File: src/rtl/core/ush_pkg.sv
// shared types and constants for the ultrasonic obstacle hysteresis block
// used by every module under rtl/core; depends on nothing
`default_nettype none

package ush_pkg;

	localparam int unsigned NUM_CHANNELS_DEF = 4;

	// distance in 1/16 cm is (echo_us * DIST_MUL) >> 16
	localparam logic [14:0] DIST_MUL    = 15'd17984;
	localparam logic [13:0] TIMEOUT_D16 = 14'd15984;
	localparam logic [9:0]  TIMEOUT_CM  = 10'd999;

	localparam logic [31:0] ENTER_RESET  = 32'h5F28_2846;
	localparam logic [31:0] EXIT_RESET   = 32'h6E32_3252;
	localparam logic [7:0]  MIN_RESET    = 8'd2;
	localparam logic [15:0] REPEAT_RESET = 16'd2500;

	typedef enum logic [1:0] {
		REG_ENTER     = 2'd0,
		REG_EXIT      = 2'd1,
		REG_MIN_VALID = 2'd2,
		REG_REPEAT    = 2'd3
	} reg_idx_t;

	typedef enum logic [1:0] {
		EV_ALERT  = 2'd0,
		EV_CLEAR  = 2'd1,
		EV_REPEAT = 2'd2
	} event_kind_t;

	typedef struct packed {
		logic [1:0]  sensor_index;
		logic [14:0] echo_us;
		logic [31:0] now_ms;
	} meas_t;

	typedef struct packed {
		logic [1:0]  alert_channel;
		event_kind_t event_kind;
		logic [9:0]  distance_cm;
	} evt_t;

	typedef struct packed {
		logic [31:0] enter_thresholds;
		logic [31:0] exit_thresholds;
		logic [7:0]  min_valid_cm;
		logic [15:0] repeat_interval_ms;
	} cfg_t;

	// measurement after distance conversion, held in the first stage
	typedef struct packed {
		logic [1:0]  ch;
		logic [13:0] d16;
		logic [9:0]  cm;
		logic [31:0] now_ms;
	} meas_s1_t;

	typedef struct packed {
		logic        fire;
		event_kind_t kind;
	} decision_t;

endpackage

`default_nettype wire

File: src/rtl/core/ush_cfg_regs.sv
// apb register file holding thresholds, minimum distance and repeat interval
// depends on ush_pkg for the register index codes and the cfg_t struct
`default_nettype none

module ush_cfg_regs (
	input  wire logic         clk,
	input  wire logic         arst_n,
	input  wire logic         psel,
	input  wire logic         penable,
	input  wire logic         pwrite,
	input  wire logic [3:0]   paddr,
	input  wire logic [31:0]  pwdata,
	output logic [31:0]       prdata,
	output logic              pready,
	output ush_pkg::cfg_t     cfg
);

	ush_pkg::cfg_t     cfg_q;
	ush_pkg::reg_idx_t idx;
	logic              wr_en;

	assign idx    = ush_pkg::reg_idx_t'(paddr[3:2]);
	assign wr_en  = psel && penable && pwrite;
	assign pready = 1'b1;
	assign cfg    = cfg_q;

	always_ff @(posedge clk or negedge arst_n) begin
		if (!arst_n) begin
			cfg_q.enter_thresholds   <= ush_pkg::ENTER_RESET;
			cfg_q.exit_thresholds    <= ush_pkg::EXIT_RESET;
			cfg_q.min_valid_cm       <= ush_pkg::MIN_RESET;
			cfg_q.repeat_interval_ms <= ush_pkg::REPEAT_RESET;
		end else if (wr_en) begin
			unique case (idx)
				ush_pkg::REG_ENTER:     cfg_q.enter_thresholds   <= pwdata;
				ush_pkg::REG_EXIT:      cfg_q.exit_thresholds    <= pwdata;
				ush_pkg::REG_MIN_VALID: cfg_q.min_valid_cm       <= pwdata[7:0];
				ush_pkg::REG_REPEAT:    cfg_q.repeat_interval_ms <= pwdata[15:0];
				default: ;
			endcase
		end
	end

	always_comb begin
		unique case (idx)
			ush_pkg::REG_ENTER:     prdata = cfg_q.enter_thresholds;
			ush_pkg::REG_EXIT:      prdata = cfg_q.exit_thresholds;
			ush_pkg::REG_MIN_VALID: prdata = {24'd0, cfg_q.min_valid_cm};
			ush_pkg::REG_REPEAT:    prdata = {16'd0, cfg_q.repeat_interval_ms};
			default:                prdata = 32'd0;
		endcase
	end

endmodule

`default_nettype wire

File: src/rtl/core/ush_dist.sv
// echo width to distance conversion: 1/16 cm for compares, rounded whole cm
// depends on ush_pkg for the scale factor and timeout constants
`default_nettype none

module ush_dist (
	input  wire logic [14:0] echo_us,
	output logic [13:0]      d16,
	output logic [9:0]       cm
);

	logic [29:0] prod;
	logic [14:0] rnd;

	assign prod = {15'd0, echo_us} * {15'd0, ush_pkg::DIST_MUL};
	// round half up, sum stays below 2^14 for any 15-bit echo
	assign rnd  = {1'b0, prod[29:16]} + 15'd8;

	always_comb begin
		if (echo_us == 15'd0) begin
			d16 = ush_pkg::TIMEOUT_D16;
			cm  = ush_pkg::TIMEOUT_CM;
		end else begin
			d16 = prod[29:16];
			cm  = rnd[13:4];
		end
	end

endmodule

`default_nettype wire

File: src/rtl/core/ush_chan.sv
// per-channel hysteresis state: blocked flags, last alert times, event decision
// depends on ush_pkg for cfg_t, meas_s1_t, decision_t and event codes
`default_nettype none

module ush_chan #(
	parameter int unsigned NUM_CHANNELS = ush_pkg::NUM_CHANNELS_DEF
) (
	input  wire logic                clk,
	input  wire logic                arst_n,
	input  ush_pkg::cfg_t            cfg,
	input  wire logic                go,
	input  ush_pkg::meas_s1_t        item,
	output ush_pkg::decision_t       dec
);

	logic        blocked_q   [NUM_CHANNELS];
	logic [31:0] last_time_q [NUM_CHANNELS];

	logic        in_range;
	logic        blk;
	logic [31:0] last;
	logic [4:0]  lane_base;
	logic [13:0] enter16;
	logic [13:0] exit16;
	logic [13:0] min16;
	logic [31:0] elapsed;
	logic        set_blk;
	logic        clr_blk;
	logic        upd_time;

	assign in_range  = 32'(item.ch) < NUM_CHANNELS;
	assign lane_base = {item.ch, 3'b000};
	assign enter16   = {2'b00, cfg.enter_thresholds[lane_base +: 8], 4'b0000};
	assign exit16    = {2'b00, cfg.exit_thresholds[lane_base +: 8], 4'b0000};
	assign min16     = {2'b00, cfg.min_valid_cm, 4'b0000};
	assign elapsed   = item.now_ms - last;

	always_comb begin
		blk  = 1'b0;
		last = 32'd0;
		for (int i = 0; i < NUM_CHANNELS; i++) begin
			if (item.ch == 2'(i)) begin
				blk  = blocked_q[i];
				last = last_time_q[i];
			end
		end
	end

	always_comb begin
		dec.fire = 1'b0;
		dec.kind = ush_pkg::EV_ALERT;
		set_blk  = 1'b0;
		clr_blk  = 1'b0;
		upd_time = 1'b0;
		if (in_range) begin
			if (!blk && item.d16 >= min16 && item.d16 < enter16) begin
				dec.fire = 1'b1;
				dec.kind = ush_pkg::EV_ALERT;
				set_blk  = 1'b1;
				upd_time = 1'b1;
			end else if (blk && item.d16 > exit16) begin
				dec.fire = 1'b1;
				dec.kind = ush_pkg::EV_CLEAR;
				clr_blk  = 1'b1;
			end else if (blk && elapsed >= {16'd0, cfg.repeat_interval_ms}) begin
				dec.fire = 1'b1;
				dec.kind = ush_pkg::EV_REPEAT;
				upd_time = 1'b1;
			end
		end
	end

	always_ff @(posedge clk or negedge arst_n) begin
		if (!arst_n) begin
			for (int i = 0; i < NUM_CHANNELS; i++) begin
				blocked_q[i]   <= 1'b0;
				last_time_q[i] <= 32'd0;
			end
		end else if (go) begin
			for (int i = 0; i < NUM_CHANNELS; i++) begin
				if (item.ch == 2'(i)) begin
					if (set_blk) begin
						blocked_q[i] <= 1'b1;
					end else if (clr_blk) begin
						blocked_q[i] <= 1'b0;
					end
					if (upd_time) begin
						last_time_q[i] <= item.now_ms;
					end
				end
			end
		end
	end

endmodule

`default_nettype wire

File: src/rtl/core/ultrasonic_obstacle_hysteresis.sv
// top level of the ultrasonic obstacle detector with per-channel hysteresis
// depends on ush_pkg, ush_cfg_regs, ush_dist and ush_chan
//
// usage
//   meas channel: valid/ready, one measurement (sensor index, echo width in us,
//   millisecond time) per transaction. the width is converted to distance on
//   the way into the first stage register.
//   evt channel: valid/ready, zero or one event per measurement (new alert,
//   clear, repeated alert) with the rounded distance in cm.
//   apb port: four 32-bit registers at byte offsets 0, 4, 8, 12, pready tied
//   high; write only while no measurement is in flight.
// timing
//   one measurement per cycle while events are taken; a measurement passes
//   the stage register, then the event register. the channel state is read
//   from the stage register and updated as the event register loads, so
//   back-to-back measurements on one channel see each other's effect.
// reset and stall
//   reset clears both stages, all blocked flags and alert times and loads the
//   register defaults. while an event waits, the stage register still takes
//   a measurement; once it is full, meas_ready drops until the event is taken.
`default_nettype none

module ultrasonic_obstacle_hysteresis #(
	parameter int unsigned NUM_CHANNELS = ush_pkg::NUM_CHANNELS_DEF
) (
	input  wire logic          clk,
	input  wire logic          arst_n,
	input  wire logic          meas_valid,
	output logic               meas_ready,
	input  ush_pkg::meas_t     meas_data,
	output logic               evt_valid,
	input  wire logic          evt_ready,
	output ush_pkg::evt_t      evt_data,
	input  wire logic          psel,
	input  wire logic          penable,
	input  wire logic          pwrite,
	input  wire logic [3:0]    paddr,
	input  wire logic [31:0]   pwdata,
	output logic [31:0]        prdata,
	output logic               pready
);

	ush_pkg::cfg_t      cfg;
	ush_pkg::meas_s1_t  item_s1;
	ush_pkg::decision_t dec;
	ush_pkg::evt_t      evt_s2;
	logic               valid_s1;
	logic               evt_valid_s2;
	logic               out_free;
	logic [13:0]        d16;
	logic [9:0]         cm;

	ush_cfg_regs u_cfg (
		.clk     (clk),
		.arst_n  (arst_n),
		.psel    (psel),
		.penable (penable),
		.pwrite  (pwrite),
		.paddr   (paddr),
		.pwdata  (pwdata),
		.prdata  (prdata),
		.pready  (pready),
		.cfg     (cfg)
	);

	ush_dist u_dist (
		.echo_us (meas_data.echo_us),
		.d16     (d16),
		.cm      (cm)
	);

	assign out_free   = !evt_valid_s2 || evt_ready;
	assign meas_ready = !valid_s1 || out_free;

	always_ff @(posedge clk or negedge arst_n) begin
		if (!arst_n) begin
			valid_s1 <= 1'b0;
		end else if (meas_ready) begin
			valid_s1 <= meas_valid;
		end
	end

	always_ff @(posedge clk) begin
		if (meas_valid && meas_ready) begin
			item_s1.ch     <= meas_data.sensor_index;
			item_s1.d16    <= d16;
			item_s1.cm     <= cm;
			item_s1.now_ms <= meas_data.now_ms;
		end
	end

	ush_chan #(
		.NUM_CHANNELS (NUM_CHANNELS)
	) u_chan (
		.clk    (clk),
		.arst_n (arst_n),
		.cfg    (cfg),
		.go     (valid_s1 && out_free),
		.item   (item_s1),
		.dec    (dec)
	);

	always_ff @(posedge clk or negedge arst_n) begin
		if (!arst_n) begin
			evt_valid_s2 <= 1'b0;
		end else if (out_free) begin
			evt_valid_s2 <= valid_s1 && dec.fire;
		end
	end

	always_ff @(posedge clk) begin
		if (out_free && valid_s1 && dec.fire) begin
			evt_s2.alert_channel <= item_s1.ch;
			evt_s2.event_kind    <= dec.kind;
			evt_s2.distance_cm   <= item_s1.cm;
		end
	end

	assign evt_valid = evt_valid_s2;
	assign evt_data  = evt_s2;

endmodule

`default_nettype wire

File: config.mk
export PLATFORM = sky130hd
export DESIGN_NAME = ultrasonic_obstacle_hysteresis
export DESIGN_NICKNAME = d
export VERILOG_FILES = /design/src/rtl/core/ush_pkg.sv /design/src/rtl/core/ush_cfg_regs.sv /design/src/rtl/core/ush_dist.sv /design/src/rtl/core/ush_chan.sv /design/src/rtl/core/ultrasonic_obstacle_hysteresis.sv
export SDC_FILE = /design/constraint.sdc
export NUM_CORES = 1
export LEC_CHECK = 0
export BUFFER_PORTS_ARGS = -buffer_cell sky130_fd_sc_hd__buf_2
export CAP_MARGIN = 20
export CORE_MARGIN = 8
export CORE_UTILIZATION = 39
export DETAILED_ROUTE_END_ITERATION = 8
export MAX_ROUTING_LAYER = met4
export SLEW_MARGIN = 30
export SYNTH_ARGS = -nofsm -noshare
export SYNTH_HDL_FRONTEND = slang
export SYNTH_HIERARCHICAL = 1
export SYNTH_SLANG_ARGS = --single-unit
File: constraint.sdc
create_clock -name clk -period 9.25 [get_ports clk]
set_input_delay 0.925 -clock clk [delete_from_list [all_inputs] [get_ports clk]]
set_output_delay 0.925 -clock clk [all_outputs]
set_load 0.02 [all_outputs]
# Word level (Yosys, flattened, before mapping)
# Index checks and enable logic that the tools add are counted.
# W data, S select, Z words.
# classes
n_mul	1
n_reduce_logical	32
n_mux	20
shift	2
addsub	2
magnitude_cmp	4
eq_ne	6
# ops
operator	n
$mux W32	4
$pmux W32 S4	1
$shiftx A32 B6 Y8	2
$ge A32 B16 Y1	1
$sub A32 B32 Y32	1
$mul A15 B9 Y24 const B	1
$reduce_and A3 Y1	8
$logic_not A15 Y1	1
$add A14 B4 Y14 const B	1
$ge A14 B12 Y1	1
$gt A14 B12 Y1	1
$lt A14 B12 Y1	1
$mux W1	12
$logic_and A1 B1 Y1	10
$mux W3	3
$eq A2 B2 Y1 const B	4
$reduce_and A2 Y1	4
$eq A2 B1 Y1 const B	2
$logic_not A2 Y1	2
$logic_not A1 Y1	3
$logic_or A1 B1 Y1	2
$reduce_bool A2 Y1	1
$reduce_or A2 Y1	1
# word_totals
reg_bits	294
word_cells	89
inputBits	92

# Depth between registers and ports, before layout
# depth
ltp_word	12
mapped_depth	26
mapped_depth_nobuf	22

# By module
# Netlist, hierarchy kept.
# by_module_without_submodules
module	n_inst	cells_per_inst	area_per_inst_um2	seq_area_each_um2
ush_chan	1	949	9759.4	3303.2
ush_cfg_regs	1	268	4086.4	2243.4
ush_dist	1	272	2327.2	0.0
ultrasonic_obstacle_hysteresis	1	82	2273.4	2212.1

# Worst setup path after synthesis
# OpenSTA, ideal clock, no wires.
# synth_timing
path_kind	flip-flop to flip-flop
from	register item_s1[56] in the netlist's numbering
to	register u_chan/last_time_q[100] in the netlist's numbering
n_path_buf	4
slack_ps	2761
path_stages_with_launch	23
arrival_time_ps	6364
setup_ps	125
path_cell_list	edfxtp_1 -> buf_2 -> buf_1 -> buf_1 -> mux4_2 -> ha_1 -> fa_1 -> nand2b_1 -> a21o_1 -> a2111oi_0 -> nor3_1 -> xnor2_1 -> ha_1 -> o21ai_0 -> nor2_1 -> or4_1 -> nor4_1 -> nand4_1 -> nor4_2 -> nand4_2 -> a21oi_2 -> buf_4 -> mux2_2
# synth_via
elab_chain_len	12
# synth_rtl
element	line_no	text
start: declaration	ultrasonic_obstacle_hysteresis.sv:44	ush_pkg::meas_s1_t item_s1;
$logic_not A2 Y1	ush_chan.sv:42, ush_chan.sv:81	
$mux W32 (4 in series)	ush_chan.sv:42	if (item.ch == 2'(i)) begin
$sub A32 B32 Y32	ush_chan.sv:36	assign elapsed = item.now_ms - last;
$ge A32 B16 Y1	ush_chan.sv:65	end else if (blk && elapsed >= {16'd0, cfg.repeat_interval_ms}) begin
$logic_and A1 B1 Y1	ush_chan.sv:65	
$mux W1	ush_chan.sv:65	
$mux W1	ush_chan.sv:61	end else if (blk && item.d16 > exit16) begin
$mux W1	ush_chan.sv:56	if (!blk && item.d16 >= min16 && item.d16 < enter16) begin
$reduce_and A3 Y1 (no line) *	--	
end signal: indexed assignment	ush_chan.sv:88	last_time_q[i] <= item.now_ms;
end: declaration	ush_chan.sv:17	logic [31:0] last_time_q [NUM_CHANNELS];
# Mark *: on every way between the ends. The rest lies on a longest branch, timed or not.
# A chain may end at the register's enable or synchronous reset.

# Worst setup path in the final report
# layout_timing
from	register item_s1[56] in the netlist's numbering
to	register u_chan/last_time_q[17] in the netlist's numbering
# layout_via
elab_chain_len	12
# layout_rtl
element	line_no
$logic_not A2 Y1	ush_chan.sv:42
$mux W32 (4 in series)	ush_chan.sv:42
$sub A32 B32 Y32	ush_chan.sv:36
$ge A32 B16 Y1	ush_chan.sv:65
$logic_and A1 B1 Y1	ush_chan.sv:65
$mux W1	ush_chan.sv:65
$mux W1	ush_chan.sv:61
$mux W1	ush_chan.sv:56
$reduce_and A3 Y1 (no line) *	--
# Marks and branches as above.

==> results.md <==
- Outcome: complete, no violations
- Area growth syn-to-layout: 13.4%
- Top-count cell post-synth: dfrtp_1
- Largest family of logic cells by synthesized area: multiplexers
- Skew-Pair Late Insertion Delay: 530 ps
- Slew Limit Headroom: 36.7%
- Synth top area cells: dfrtp_1 (26%), edfxtp_1 (12%), ha_1 (9.6%)
- Final Wtd Congestion: 0.908
- R2r startpoint: item_s1[56]
- CORE AREA: 0.0467 sq mm
- Synth Area in XOR/XNOR: 1.55%
- NumNets Final: 1941
- Yosys Warn Count: 6
- Compound-Gate Fraction of Synth Area: 11.6%
- Die area: 0.0545 sq mm
- CTS tree: built
- Clock Skew: 25.2 ps
- Per-cell routed wire length: 20.5 um
- Clk buf depth: 3
- Worst-Margin Slew: 947 ps
- PortBufs: 137
- Num CTS Buffers: 34
- # setup viols final: 0
- Crit path largest cell delay: 770 ps
- Hold depth: 0
- Post-Route Setup TNS: 0 ps
- Synth Area in Simple Gates: 7.23%
- Mux contribution to synthesized area: 20.5%
- Postcts setup bufs: 0
- # DRC: 0
- RSZ-0062 raised after global routing: no
- Yosys reg bits: 294
- Fillers: 4319
- FF-to-FF path depth: 20
- RR Endpoint: u_chan/last_time_q[17]
- Worst Hold Launch: item_s1[39]
- Reg2Reg Setup Slack: 2060 ps
- Die width: 233 um
- Critical Path Fanout Max: 21
- Post-synthesis sequential area ratio: 42.1%
- Post-CTS Resized: 0
- Layout Cells excl Fill: 2323
- Async SR Flop Fraction: 75.5%
- Layout cells sized above 1: 28.8%
- # Max-Cap Violations: 0
- CP startpoint kind: flip-flop
- Root Driver: clkbuf_16
- Largest net degree at the start of global routing: 81
- Global Route Usage Sum: 18.1%
- Via/cell ratio: 5.50
- Clk sinks: 294
- Die height: 233 um
- Synth Net Count: 1825
- First-pass GRT wire length: 75900 um
- DP Wirelength: 34600 um
- Crit path buffers/inverters: 3
- Critical Path Sink Type: flip-flop
- Post-Synth Adder-Cell Area: 11.8%
- Worst EP required: 9650 ps
- Via count: 12800
- Leak: 9.72 nW
- Crit path from: item_s1[56]
- Area share of the largest cell type after synthesis: 25.6%
- Min Tclk post-route: 7190 ps
- Number of I/O pins: 141
- Rows: 79
- Drt pass-1 iters: 7
- Placed insts: 2258
- Worst-path clk slew: 60 ps
- Starting Density: 39.5%
- Overflow after GRT: 0
- Worst Hold End: evt_data[7]
- Commonest cells post-synth: dfrtp_1 (189), ha_1 (141), inv_1 (141)
- Synth area leader: dfrtp_1
- Final-report hold violation count: 0
- Syn_area_per_cell: 11.7 sq um
- Post-synth cell types: 89
- Post-Syn Instances: 1571
- Type of the worst setup path: reg -> reg
- Post-synth EDFFs: 72
- Initial antenna violation count: 4
- Pwr Density: 287 mW/mm^2
- Cell Area, Synth: 0.0184 sq mm
- Fin crit share: 77.7%
- DRT iter0 DRCs: 834
- Cts hold-fix bufs: 0
- Max Freq: 0.139 GHz
- Slowest CP cell: edfxtp_1
- Vias in the first global route: 13400
- Total power: 0.00601 W
- Worst min path class: reg -> reg
- Largest vdd supply drop: 0.000109 V
- Final Slew Violations: 0
- WP data arrival: 7590 ps
- Crit-path leading delay family: simple AND/OR/NAND/NOR gates
- Post-route ant nets: 0
- Critical Path, Cell by Cell: buf_4 > mux4_2 > inv_1 > ha_1 > nand2_1 > o21ai_0 > a211oi_1 > a21oi_1 > xor2_1 > ha_1 > a211oi_1 > nor2_1 > or4_1 > nor4_1 > nand4_1 > nor4_2 > nand4_2 > a31oi_4 > buf_4 > mux2_1
- H-tree lvl count: 2
- Routed WL: 47600 um
- Most common flop cell mapped by yosys: dfrtp_1
[sequential cells by signal, summed over array words and instances, names as in the netlist]
signal,cells
item_s1,58
u_cfg/cfg,88
u_chan/last_time_q,128
evt_data,14
valid_s1,1
u_chan/blocked_q,4
evt_valid,1
[per-layer routing]
metal  share of wire (%)  global-route usage, %  vias up
met3                 4.6                   2.95       69
met5                   0                      -        -
met2                  47                   29.1      289
met4                 2.4                   5.13        0
met1                  45                   23.6     6403
li1                    -                      -     6009
[through the flow]
| step | cell area (sq um) | utilization, % | setup slack [ps] | hold WS (ps) |
|---|---|---|---|---|
| finish | 20900 | 44.8 | 2060 | 416 |
| global route | 20900 | 44.8 | 1680 | 422 |
| CTS | 20900 | 44.8 | 2010 | 417 |
| detailed placement | 19700 | 42.2 | 2010 | 407 |
| global placement | 19700 | 42.1 | 2140 | 404 |
| floorplan | 18400 | - | 2760 | 400 |
[layout by cell type, fill, tap and decap left out, drive strengths merged, types with 22 or more instances in the layout]
cell / instances
mux2i: 27
inv: 146
dfrtp: 189
o21ai: 61
clkbuf: 53
nor2: 64
mux2: 188
buf: 156
nand2: 67
a21oi: 123
a31oi: 41
mux4: 57
edfxtp: 72
ha: 141
a21o: 45
dfstp: 33
nand4: 22
[report_power, final]
part	internal, W	switching [W]
Combinational	0.00113	0.00142
Sequential	0.00178	0.000241
Clock	0.000893	0.000549
Total	0.00380	0.00221
[cell families after synthesis]
logic type | count (synthesis)
AO/OA/AOI/OAI | 339
flip-flops | 294
multiplexers | 272
AND/OR/NAND/NOR | 254
buffers and inverters | 219
adder cells (fa/ha/maj) | 162
XOR/XNOR | 30
other | 1
[layout make-up]
type	count	area, sq um	share of cell area (%)
Tap cell	607	759	3.63
Clock inverter	10	130	0.622
Sequential cell	294	7760	37.1
Antenna cell	3	7.51	0.0359
Multi-Input combinational cell	1058	9770	46.7
Clock buffer	52	1110	5.30
Inverter	142	533	2.55
Timing Repair Buffer	157	852	4.07
[how the worst max path moves through the flow]
stage | to | depth (start not counted)
after floorplan | u_chan/last_time_q[100] | 22
after global placement | u_chan/last_time_q[98] | 20
after detailed placement | u_chan/last_time_q[107] | 20
after CTS | u_chan/last_time_q[107] | 20
after global routing | u_chan/last_time_q[14] | 20
final | u_chan/last_time_q[17] | 20
[worst register-to-register path: stages, from the launching register on]
cell      delay [ps]
edfxtp_1         770
buf_4            390
mux4_2           530
inv_1             70
ha_1             280
nand2_1          230
o21ai_0          360
a211oi_1         100
a21oi_1          440
xor2_1           240
ha_1             280
a211oi_1         240
nor2_1            80
or4_1            500
nor4_1           270
nand4_1          140
nor4_2           310
nand4_2          350
a31oi_4          640
buf_4            460
mux2_1           390
No activity file was read; power rests on OpenSTA's default activity.
